$ cat src/sv/lcpd_pkg.sv
// Shared types and constants for the length/checksum packet deframer.
package lcpd_pkg;

    // Reset value of the sync marker register
    localparam logic [7:0] SYNC_RESET = 8'h42;

    // Deframer phases
    typedef enum logic [1:0] {
        PH_HUNT  = 2'd0,
        PH_LEN   = 2'd1,
        PH_DATA  = 2'd2,
        PH_CHECK = 2'd3
    } t_phase;

    // Result kinds carried on tuser
    typedef enum logic [1:0] {
        KIND_PAYLOAD  = 2'd0,
        KIND_GOOD     = 2'd1,
        KIND_MISMATCH = 2'd2
    } t_kind;

    // One result item
    typedef struct packed {
        t_kind      kind;
        logic [7:0] expected_check;
        logic [7:0] packet_length;
        logic [7:0] position;
        logic [7:0] data_byte;
    } t_result;

endpackage

$ cat src/sv/lcpd_core.sv
// Deframer state machine and checksum datapath, one byte per cycle while i_valid is high.
module lcpd_core (
    input  logic             i_clk,
    input  logic             i_rst_n,
    input  logic             i_valid,       // byte presented and taken this cycle
    input  logic [7:0]       i_byte,
    input  logic [7:0]       i_sync_byte,
    output logic             o_res_valid,
    output lcpd_pkg::t_result o_res
);

    lcpd_pkg::t_phase r_phase, n_phase;
    logic [7:0]       r_len, n_len;
    logic [7:0]       r_idx, n_idx;
    logic [7:0]       r_sum, n_sum;
    logic [7:0]       data_sum;
    logic [7:0]       idx_inc;

    assign data_sum = r_sum + i_byte + r_idx;
    assign idx_inc  = r_idx + 8'd1;

    // Next phase
    always_comb begin
        n_phase = r_phase;
        if (i_valid) begin
            unique case (r_phase)
                lcpd_pkg::PH_HUNT: begin
                    if (i_byte == i_sync_byte) n_phase = lcpd_pkg::PH_LEN;
                end
                lcpd_pkg::PH_LEN: begin
                    // zero length skips straight to the check byte
                    n_phase = (i_byte == 8'd0) ? lcpd_pkg::PH_CHECK : lcpd_pkg::PH_DATA;
                end
                lcpd_pkg::PH_DATA: begin
                    if (idx_inc >= r_len) n_phase = lcpd_pkg::PH_CHECK;
                end
                lcpd_pkg::PH_CHECK: begin
                    n_phase = lcpd_pkg::PH_HUNT;
                end
                default: n_phase = lcpd_pkg::PH_HUNT;
            endcase
        end
    end

    // Datapath updates and result item
    always_comb begin
        n_len       = r_len;
        n_idx       = r_idx;
        n_sum       = r_sum;
        o_res_valid = 1'b0;
        o_res.kind           = lcpd_pkg::KIND_PAYLOAD;
        o_res.data_byte      = i_byte;
        o_res.position       = r_idx;
        o_res.packet_length  = r_len;
        o_res.expected_check = ~data_sum;
        unique case (r_phase)
            lcpd_pkg::PH_HUNT: begin
            end
            lcpd_pkg::PH_LEN: begin
                if (i_valid) begin
                    n_len = i_byte;
                    n_idx = 8'd0;
                    n_sum = i_byte;
                end
            end
            lcpd_pkg::PH_DATA: begin
                o_res_valid = i_valid;
                if (i_valid) begin
                    n_sum = data_sum;
                    n_idx = idx_inc;
                end
            end
            lcpd_pkg::PH_CHECK: begin
                o_res_valid          = i_valid;
                o_res.kind           = ((~i_byte) == r_sum) ? lcpd_pkg::KIND_GOOD
                                                            : lcpd_pkg::KIND_MISMATCH;
                o_res.position       = 8'd0;
                o_res.expected_check = ~r_sum;
            end
            default: begin
            end
        endcase
    end

    always_ff @(posedge i_clk) begin
        if (!i_rst_n) begin
            r_phase <= lcpd_pkg::PH_HUNT;
            r_len   <= 8'd0;
            r_idx   <= 8'd0;
            r_sum   <= 8'd0;
        end else begin
            r_phase <= n_phase;
            r_len   <= n_len;
            r_idx   <= n_idx;
            r_sum   <= n_sum;
        end
    end

endmodule

$ cat src/sv/lcpd_out_reg.sv
// Result register with stream handshake towards the consumer.
module lcpd_out_reg (
    input  logic              i_clk,
    input  logic              i_rst_n,
    input  logic              i_load,       // slot may take a new item
    input  logic              i_valid,      // item present when loading
    input  lcpd_pkg::t_result i_res,
    output logic              o_ready,      // register free or emptying now
    input  logic              i_m_ready,
    output logic              o_m_valid,
    output lcpd_pkg::t_result o_res
);

    logic              r_valid;
    lcpd_pkg::t_result r_res;

    assign o_ready   = !r_valid || i_m_ready;
    assign o_m_valid = r_valid;
    assign o_res     = r_res;

    // Control: valid flag
    always_ff @(posedge i_clk) begin
        if (!i_rst_n) begin
            r_valid <= 1'b0;
        end else if (i_load) begin
            r_valid <= i_valid;
        end
    end

    // Payload: no reset
    always_ff @(posedge i_clk) begin
        if (i_load && i_valid) begin
            r_res <= i_res;
        end
    end

endmodule

$ cat src/sv/length_checksum_packet_deframer_top.sv
// Top level of the length/checksum packet deframer.
// Received bytes enter on the s_axis side, one per item. The block hunts for the sync
// byte (register, reset 0x42), takes a length byte, that many payload bytes and a check
// byte. Each payload byte leaves as one item with its index and the running expected
// check; the check byte leaves as a good-end or mismatch item. A sync byte, a length
// byte and bytes dropped while hunting give no item. Sustained rate is one byte per
// clock while m_axis_tready stays high; a result passes the input register, then the
// result register, with the checksum add between them.
// s_axis_tready follows m_axis_tready combinationally when both registers are full.
// The sync register should only be written while no packet is in flight.
module length_checksum_packet_deframer_top (
    input  logic        i_clk,
    input  logic        i_rst_n,
    // configuration
    input  logic        i_cfg_wr_en,
    input  logic [7:0]  i_cfg_wr_data,     // sync_byte
    // byte stream in
    input  logic        s_axis_tvalid,
    output logic        s_axis_tready,
    input  logic [7:0]  s_axis_tdata,      // [7:0] rx_byte
    // result stream out
    output logic        m_axis_tvalid,
    input  logic        m_axis_tready,
    output logic [31:0] m_axis_tdata,      // [7:0] data_byte, [15:8] position,
                                           // [23:16] packet_length, [31:24] expected_check
    output logic [1:0]  m_axis_tuser       // [1:0] kind
);

    logic [7:0]        r_sync;
    logic              r_in_valid;
    logic [7:0]        r_in_byte;
    logic              out_ready;
    logic              advance;
    logic              res_valid;
    lcpd_pkg::t_result res;
    lcpd_pkg::t_result out_res;

    // Sync marker register
    always_ff @(posedge i_clk) begin
        if (!i_rst_n) begin
            r_sync <= lcpd_pkg::SYNC_RESET;
        end else if (i_cfg_wr_en) begin
            r_sync <= i_cfg_wr_data;
        end
    end

    // Input register
    assign advance       = r_in_valid && out_ready;
    assign s_axis_tready = !r_in_valid || out_ready;

    always_ff @(posedge i_clk) begin
        if (!i_rst_n) begin
            r_in_valid <= 1'b0;
        end else if (s_axis_tready) begin
            r_in_valid <= s_axis_tvalid;
        end
    end

    always_ff @(posedge i_clk) begin
        if (s_axis_tready && s_axis_tvalid) begin
            r_in_byte <= s_axis_tdata;
        end
    end

    lcpd_core u_core (
        .i_clk       (i_clk),
        .i_rst_n     (i_rst_n),
        .i_valid     (advance),
        .i_byte      (r_in_byte),
        .i_sync_byte (r_sync),
        .o_res_valid (res_valid),
        .o_res       (res)
    );

    lcpd_out_reg u_out (
        .i_clk     (i_clk),
        .i_rst_n   (i_rst_n),
        .i_load    (out_ready),
        .i_valid   (advance && res_valid),
        .i_res     (res),
        .o_ready   (out_ready),
        .i_m_ready (m_axis_tready),
        .o_m_valid (m_axis_tvalid),
        .o_res     (out_res)
    );

    assign m_axis_tdata = {out_res.expected_check, out_res.packet_length,
                           out_res.position, out_res.data_byte};
    assign m_axis_tuser = out_res.kind;

`ifndef ASSERT_OFF
    // payload items always lie inside the packet length
    a_pos_in_len: assert property (@(posedge i_clk) disable iff (!i_rst_n)
        (m_axis_tvalid && m_axis_tuser == lcpd_pkg::KIND_PAYLOAD)
            |-> (m_axis_tdata[15:8] < m_axis_tdata[23:16]))
        else $error("payload position beyond packet length");

    // end items carry position zero and a defined kind
    a_end_item: assert property (@(posedge i_clk) disable iff (!i_rst_n)
        (m_axis_tvalid && m_axis_tuser != lcpd_pkg::KIND_PAYLOAD)
            |-> (m_axis_tdata[15:8] == 8'd0 &&
                 (m_axis_tuser == lcpd_pkg::KIND_GOOD ||
                  m_axis_tuser == lcpd_pkg::KIND_MISMATCH)))
        else $error("malformed end item");

    // a held input byte is not lost while the output side is blocked
    a_in_hold: assert property (@(posedge i_clk) disable iff (!i_rst_n)
        (r_in_valid && !out_ready) |=> (r_in_valid && $stable(r_in_byte)))
        else $error("input byte dropped under back-pressure");
`endif

endmodule

$ cat config.mk
export PLATFORM = sky130hd
export DESIGN_NAME = length_checksum_packet_deframer_top
export DESIGN_NICKNAME = d
export VERILOG_FILES = /design/src/sv/lcpd_pkg.sv /design/src/sv/lcpd_core.sv /design/src/sv/lcpd_out_reg.sv /design/src/sv/length_checksum_packet_deframer_top.sv
export SDC_FILE = /design/constraint.sdc
export NUM_CORES = 1
export LEC_CHECK = 0
export BUFFER_PORTS_ARGS = -buffer_cell sky130_fd_sc_hd__buf_2
export CAP_MARGIN = 15
export CORE_ASPECT_RATIO = 0.75
export CORE_MARGIN = 3
export CORE_UTILIZATION = 40
export DETAILED_ROUTE_END_ITERATION = 6
export HOLD_SLACK_MARGIN = 0.03
export PLACE_DENSITY = 0.66
export SLEW_MARGIN = 20
export SYNTH_ARGS = -nofsm -noshare
export SYNTH_HDL_FRONTEND = slang
export SYNTH_SLANG_ARGS = --single-unit
$ cat constraint.sdc
create_clock -name i_clk -period 2.7 [get_ports i_clk]
set_input_delay 0.81 -clock i_clk [delete_from_list [all_inputs] [get_ports i_clk]]
set_output_delay 0.81 -clock i_clk [all_outputs]
set_load 0.01 [all_outputs]
==> results.sh, run 1 <==
export IMPL_tritoncts="yes"
export IMPL_max_slew_margin_rel_pct=70.7
export IMPL_cp_required_ns=2.78
export IMPL_status="completed"
export IMPL_endpoint_kind="flop"
export IMPL_routed_wl_um=8350
export IMPL_clockBufferDepth=2
export IMPL_path_buf_inv=1
export IMPL_dr_pass1_iters=4
export IMPL_path_depth=10
export IMPL_path_cells="fa_1, ha_1, inv_1, fa_2, nor2b_2, nor3_2, o21bai_1, a21oi_1, xnor2_1, mux2i_1"
export IMPL_cts_root_buf="clkbuf_16"
export IMPL_synthToLayoutAreaGrowth_pct=22.7
export IMPL_fin_crit_ns=2.54
export IMPL_grt_pass1_vias=2670
export IMPL_hold_viol_final=0
export IMPL_utilization_pct=51.3
export IMPL_insertion_delay_ns=0.34
export IMPL_fp_dieW_um=119
export IMPL_skew_ns=0.00592
export IMPL_slew_viol_final=0
export IMPL_min_path_type="reg -> reg"
export IMPL_synth_edff_count=42
export IMPL_holdPathStages=0
export IMPL_overflow=0
export IMPL_p_leak_uw=0.00193
export IMPL_r2r_end="u_out.o_res[31]"
export IMPL_port_buffers=56
export IMPL_grt_max_degree=26
export IMPL_h_tree_depth=3
export IMPL_synth_top_flop_cell="edfxtp_1"
export IMPL_final_common_cell="buf_2"
export IMPL_holdBufCountCts=0
export IMPL_worstMarginPinSlew_ns=0.440
export IMPL_grt_util_all_layers_pct=16.6
export IMPL_mostFrequentLayoutCells="buf_2, edfxtp_1, dfxtp_1"
export IMPL_drt_iter0_markers=138
export IMPL_dp_hpwl_um=6200
export IMPL_async_reset_ff_share_pct=0
export IMPL_worstSetupStartpointType="flop"
export IMPL_rows=30
export IMPL_netlist_instances=321
export IMPL_fmax_mhz=393
export IMPL_worstPathMaxFanout=2
export IMPL_netlist_area_um2=3860
export IMPL_path_delay_family="adder cells"
export IMPL_pre_cts_ws_ns=0.0448
export IMPL_nets=450
export IMPL_max_cap_violations=0
export IMPL_syn_area_per_cell_um2=12.0
export IMPL_vdd_drop_max_v=0.000357
export IMPL_gp_congestion=0.801
export IMPL_synth_distinct_cells=48
export IMPL_finalPower_uw=2800
export IMPL_drive_gt1_share_pct=25.5
export IMPL_grt_setup_unrepaired="no"
export IMPL_viasPerCell=4.92
export IMPL_setup_viol=0
export IMPL_fin_crit_sh_pct=94.1
export IMPL_setup_slack_ns=0.158
export IMPL_setup_tns_ns=0
export IMPL_r2r_worst_path_cells=10
export IMPL_yosysSeqAreaShare_pct=51.3
export IMPL_die_y_um=91.1
export IMPL_hold_end="u_out.o_res[18]"
export IMPL_ys_ff_latch=78
export IMPL_crit_reg2reg_launch="r_in_byte[1]"
export IMPL_diodes=0
export IMPL_powerDensity_nw_per_um2=591
export IMPL_cp_arrival_ns=2.63
export IMPL_drc=0
export IMPL_cts_buffers=9
export IMPL_antenna_found_initial=0
export IMPL_min_from="u_core.r_len[2]"
export IMPL_vias=2598
export IMPL_synthesis_nets=376
export IMPL_cts_sinks=78
export IMPL_coreArea_um2=9230
export IMPL_grt_pass1_wl_um=13900
export IMPL_die_area_um2=10900
export IMPL_cpMaxStageDelayCell="fa_1"
export IMPL_reg2reg_slack_ns=0.16
export IMPL_setup_worst_path_class="reg -> reg"
export IMPL_start_util_pct=41.8
export IMPL_clkTransAtPathRegs_ns=0.06
export IMPL_io_pins=57
export IMPL_wire_per_inst_um=15.8
export IMPL_yosysWarningCount=0
export IMPL_detail_route_antenna_nets=0
export IMPL_slowest_delay_ns=0.55
per-layer routing:
layer  global-route usage (%)  vias up  routed length [µm]  share of wire (%)
met5                        0        -                   0                  0
met4                     6.10        0                 157                1.9
met3                     5.04       11                 406                4.9
met2                     26.5       59                3760                 45
met1                     21.3     1244                4020                 48
li1                         -     1284                   -                  -
cells in the mapped netlist (2+ instances only):
library cell   n  area (µm²)
inv_1         15        56.3
and2_1         3        18.8
ha_1          26         325
o21bai_1       2        15.0
a22oi_1        2        15.0
o21a_1         2        15.0
nor3_1         3        15.0
xor2_1         5        43.8
xnor2_1       15         131
and3_4         2        22.5
nand4_1        4        25.0
a21oi_1       13        65.1
nand3_1        7        35.0
nor2_1         9        33.8
o211a_1        3        30.0
fa_1           8         160
nor2b_1       33         206
mux2i_1       27         270
a21oi_2        2        17.5
dfxtp_1       36         721
clkbuf_1       7        26.3
o2111ai_1      2        17.5
a21boi_1       2        15.0
buf_2          3        15.0
edfxtp_1      42        1260
nand2_1       16        60.1
and3_1         2        12.5
o21ai_1        5        25.0
o21ai_0        6        30.0
layout make-up:
class | count | area [µm²]
fillers | 864 | 4500
flip-flops and latches | 78 | 1980
multi-input cells | 217 | 1780
repair buffers | 74 | 415
clock buffers | 10 | 229
well taps | 128 | 160
clock inverters | 6 | 111
inverters | 15 | 56.3
worst register-to-register path, delay by kind of cell, from the launching register on:
| kind | cells | cell delay [ns] |
|---|---|---|
| XOR/XNOR | 1 | 0.20 |
| multiplexers | 1 | 0.09 |
| AND/OR/NAND/NOR | 2 | 0.23 |
| adder cells (fa/ha/maj) | 3 | 1.06 |
| buffers and inverters | 1 | 0.06 |
| AO/OA/AOI/OAI | 2 | 0.24 |
| flip-flops | 1 | 0.41 |
registers in the layout, summed over array words and instances, names as in the netlist:
register         count
r_in_byte            8
u_core.r_idx         8
r_in_valid           1
r_sync               8
u_core.r_phase       2
u_core.r_sum         8
u_out.o_m_valid      1
u_out.o_res         34
u_core.r_len         8
worst max-delay path by stage:
stage                       startpoint               to  slack [ns]
after floorplan           r_in_byte[1]  u_out.o_res[31]        0.14
after global placement    r_in_byte[1]  u_out.o_res[31]        0.13
after detailed placement  r_in_byte[1]  u_out.o_res[31]        0.04
after CTS                 r_in_byte[1]  u_out.o_res[31]        0.03
after global routing      r_in_byte[1]  u_out.o_res[31]       0.005
final                     r_in_byte[1]  u_out.o_res[31]        0.16
stage by stage:
| stage | area, µm² | instances | hold WS, ns |
|---|---|---|---|
| 6_report | 4740 | 528 | 0.469 |
| 5_1_grt | 4740 | 528 | 0.473 |
| 4_1_cts | 4730 | 527 | 0.465 |
| 3_5_place_dp | 4390 | 511 | 0.441 |
| 3_3_place_gp | 4390 | 511 | 0.444 |
| 2_1_floorplan | 3860 | 321 | 0.430 |
power breakdown:
| part | switching [µW] | internal [µW] | total (µW) |
|---|---|---|---|
| registers | 19.3 | 1270 | 1290 |
| clock network | 464 | 902 | 1370 |
| logic | 78.1 | 70.7 | 149 |
cells by family (layout without fill, tap and decap cells):
family          after synthesis  after routing  synth area share [%]
simple gates                 86             86                  12.7
flops                        78             78                  51.3
compound gates               49             49                  8.84
fa+ha+maj                    34             34                  12.6
mux                          27             27                  7.00
buf+inv                      26            105                  2.62
xor+xnor                     21             21                  4.96
repair_timing:
item | CTS | global route
setup endpoints to repair | 0 | 3
gates resized for setup | 0 | 2
buffers inserted | 0 | 1
(Power assumes the default switching activity.)
==> run 2: changes to the inputs <==
- PLACE_DENSITY: 0.66 -> default
==> run 2 against run 1 <==
Critical path depth is the same. Largest power group is now registers. Worst setup slack got worse by 0.0081 ns. Register-to-register slack about the same. Non-clock buffer count is 1 lower.
==> results.sh, run 2 (synthesis gave the netlist of run 1 again) <==
export IMPL_dr_pass1_iters=4
export IMPL_routed_wl_um=8700
export IMPL_drc=0
export IMPL_port_buffers=56
export IMPL_largest_reg_flops=34
export IMPL_cts_sinks=78
export IMPL_reg2reg_slack_ns=0.15
export IMPL_worstSetupStartpointType="flop"
export IMPL_h_tree_depth=3
export IMPL_detail_route_antenna_nets=0
export IMPL_grt_pass1_wl_um=14100
export IMPL_cp_startpoint="r_in_byte[1]"
export IMPL_worst_hold_slack_ns=0.468
export IMPL_dp_hpwl_um=6250
export IMPL_viasPerCell=4.94
export IMPL_io_pins=57
export IMPL_cp_arrival_ns=2.62
export IMPL_start_util_pct=41.8
export IMPL_drive_gt1_share_pct=24.9
export IMPL_worstPathMaxFanout=2
export IMPL_crit_reg2reg_launch="r_in_byte[1]"
export IMPL_min_path_type="reg -> reg"
export IMPL_slew_viol_final=0
export IMPL_setup_tns_ns=0
export IMPL_min_from="u_core.r_len[3]"
export IMPL_gp_congestion=0.780
export IMPL_powerDensity_nw_per_um2=552
export IMPL_coreArea_um2=9230
export IMPL_slowest_delay_ns=0.55
export IMPL_cpMaxStageDelayCell="fa_1"
export IMPL_endpoint_kind="flop"
export IMPL_diodes=0
export IMPL_setup_slack_ns=0.150
export IMPL_setup_viol=0
export IMPL_holdBufCountCts=0
export IMPL_wire_per_inst_um=16.5
export IMPL_fp_dieW_um=119
export IMPL_synthToLayoutAreaGrowth_pct=21.3
export IMPL_status="completed"
export IMPL_antenna_found_initial=0
export IMPL_max_slew_margin_rel_pct=59.6
export IMPL_grt_util_all_layers_pct=16.9
export IMPL_pre_cts_ws_ns=0.0488
export IMPL_worstMarginPinSlew_ns=0.606
export IMPL_cts_root_buf="clkbuf_16"
export IMPL_drt_iter0_markers=184
export IMPL_finalPower_uw=2580
export IMPL_setup_worst_path_class="reg -> reg"
export IMPL_fin_crit_sh_pct=94.4
export IMPL_grt_setup_unrepaired="no"
export IMPL_cts_buffers=9
export IMPL_die_area_um2=10900
export IMPL_die_y_um=91.1
export IMPL_hold_viol_final=0
export IMPL_clkTransAtPathRegs_ns=0.06
export IMPL_tritoncts="yes"
export IMPL_vias=2596
export IMPL_insertion_delay_ns=0.33
export IMPL_nets=449
export IMPL_fmax_mhz=392
export IMPL_mostFrequentLayoutCells="buf_2, edfxtp_1, dfxtp_1"
export IMPL_clockBufferDepth=2
export IMPL_p_leak_uw=0.00190
export IMPL_placed_cell_area_um2=4390
export IMPL_final_common_cell="buf_2"
export IMPL_overflow=0
export IMPL_fin_crit_ns=2.55
export IMPL_grt_max_degree=38
export IMPL_vdd_drop_max_v=0.000343
export IMPL_cp_required_ns=2.77
export IMPL_rows=30
export IMPL_path_cells="fa_1, ha_1, inv_1, fa_2, nor2b_2, nor3_2, o21bai_1, a21oi_1, xnor2_1, mux2i_1"
export IMPL_skew_ns=0.00485
export IMPL_max_cap_violations=0
export IMPL_grt_pass1_vias=2717
export IMPL_fin_area_um2=4680
## run 2: worst max-delay path: cells and delay by family, from the launching register on
family / cells / cell delay (ns)
buffers and inverters: 1 / 0.06
multiplexers: 1 / 0.10
AND/OR/NAND/NOR: 2 / 0.22
adder cells (fa/ha/maj): 3 / 1.08
XOR/XNOR: 1 / 0.18
flip-flops: 1 / 0.42
AO/OA/AOI/OAI: 2 / 0.24
## run 2: routing by layer
layer | up-vias | GRT usage, % | routed length (µm)
met5 | - | 0 | 0
met4 | 0 | 4.86 | 74
met3 | 8 | 4.98 | 441
met2 | 55 | 27.8 | 4040
met1 | 1257 | 21.7 | 4140
li1 | 1276 | - | -
## run 2: cell type report
| cell class | instances | area [µm²] |
|---|---|---|
| fillers | 874 | 4550 |
| flip-flops and latches | 78 | 1980 |
| multi-input cells | 217 | 1780 |
| repair buffers | 73 | 420 |
| clock buffers | 11 | 233 |
| well taps | 128 | 160 |
| inverters | 15 | 56.3 |
| clock inverters | 4 | 48.8 |
## run 2: final timing paths
path / end / cells past startpoint
worst max-delay path: u_out.o_res[31] / 10
worst min-delay path: u_out.o_res[19] / 0
worst max register to register: u_out.o_res[31] / 10
worst min register to register: u_out.o_res[19] / 0
## run 2: through the flow
stage / util [%] / cells
2_1_floorplan: - / 321
3_3_place_gp: 47.5 / 510
3_5_place_dp: 47.5 / 510
4_1_cts: 50.6 / 525
5_1_grt: 50.7 / 526
6_report: 50.7 / 526
## run 2: report_power, final
part	switching, µW	internal (µW)	total (µW)
Clock	442	709	1150
Combinational	79.8	68.7	149
Sequential	19.4	1270	1290
## run 2: timing repair
item                                   4_1_cts  5_1_grt
setup endpoints to repair                    0        2
buffers inserted                             0        1
resized for setup                            0        2
endpoints found under the hold margin        0        0
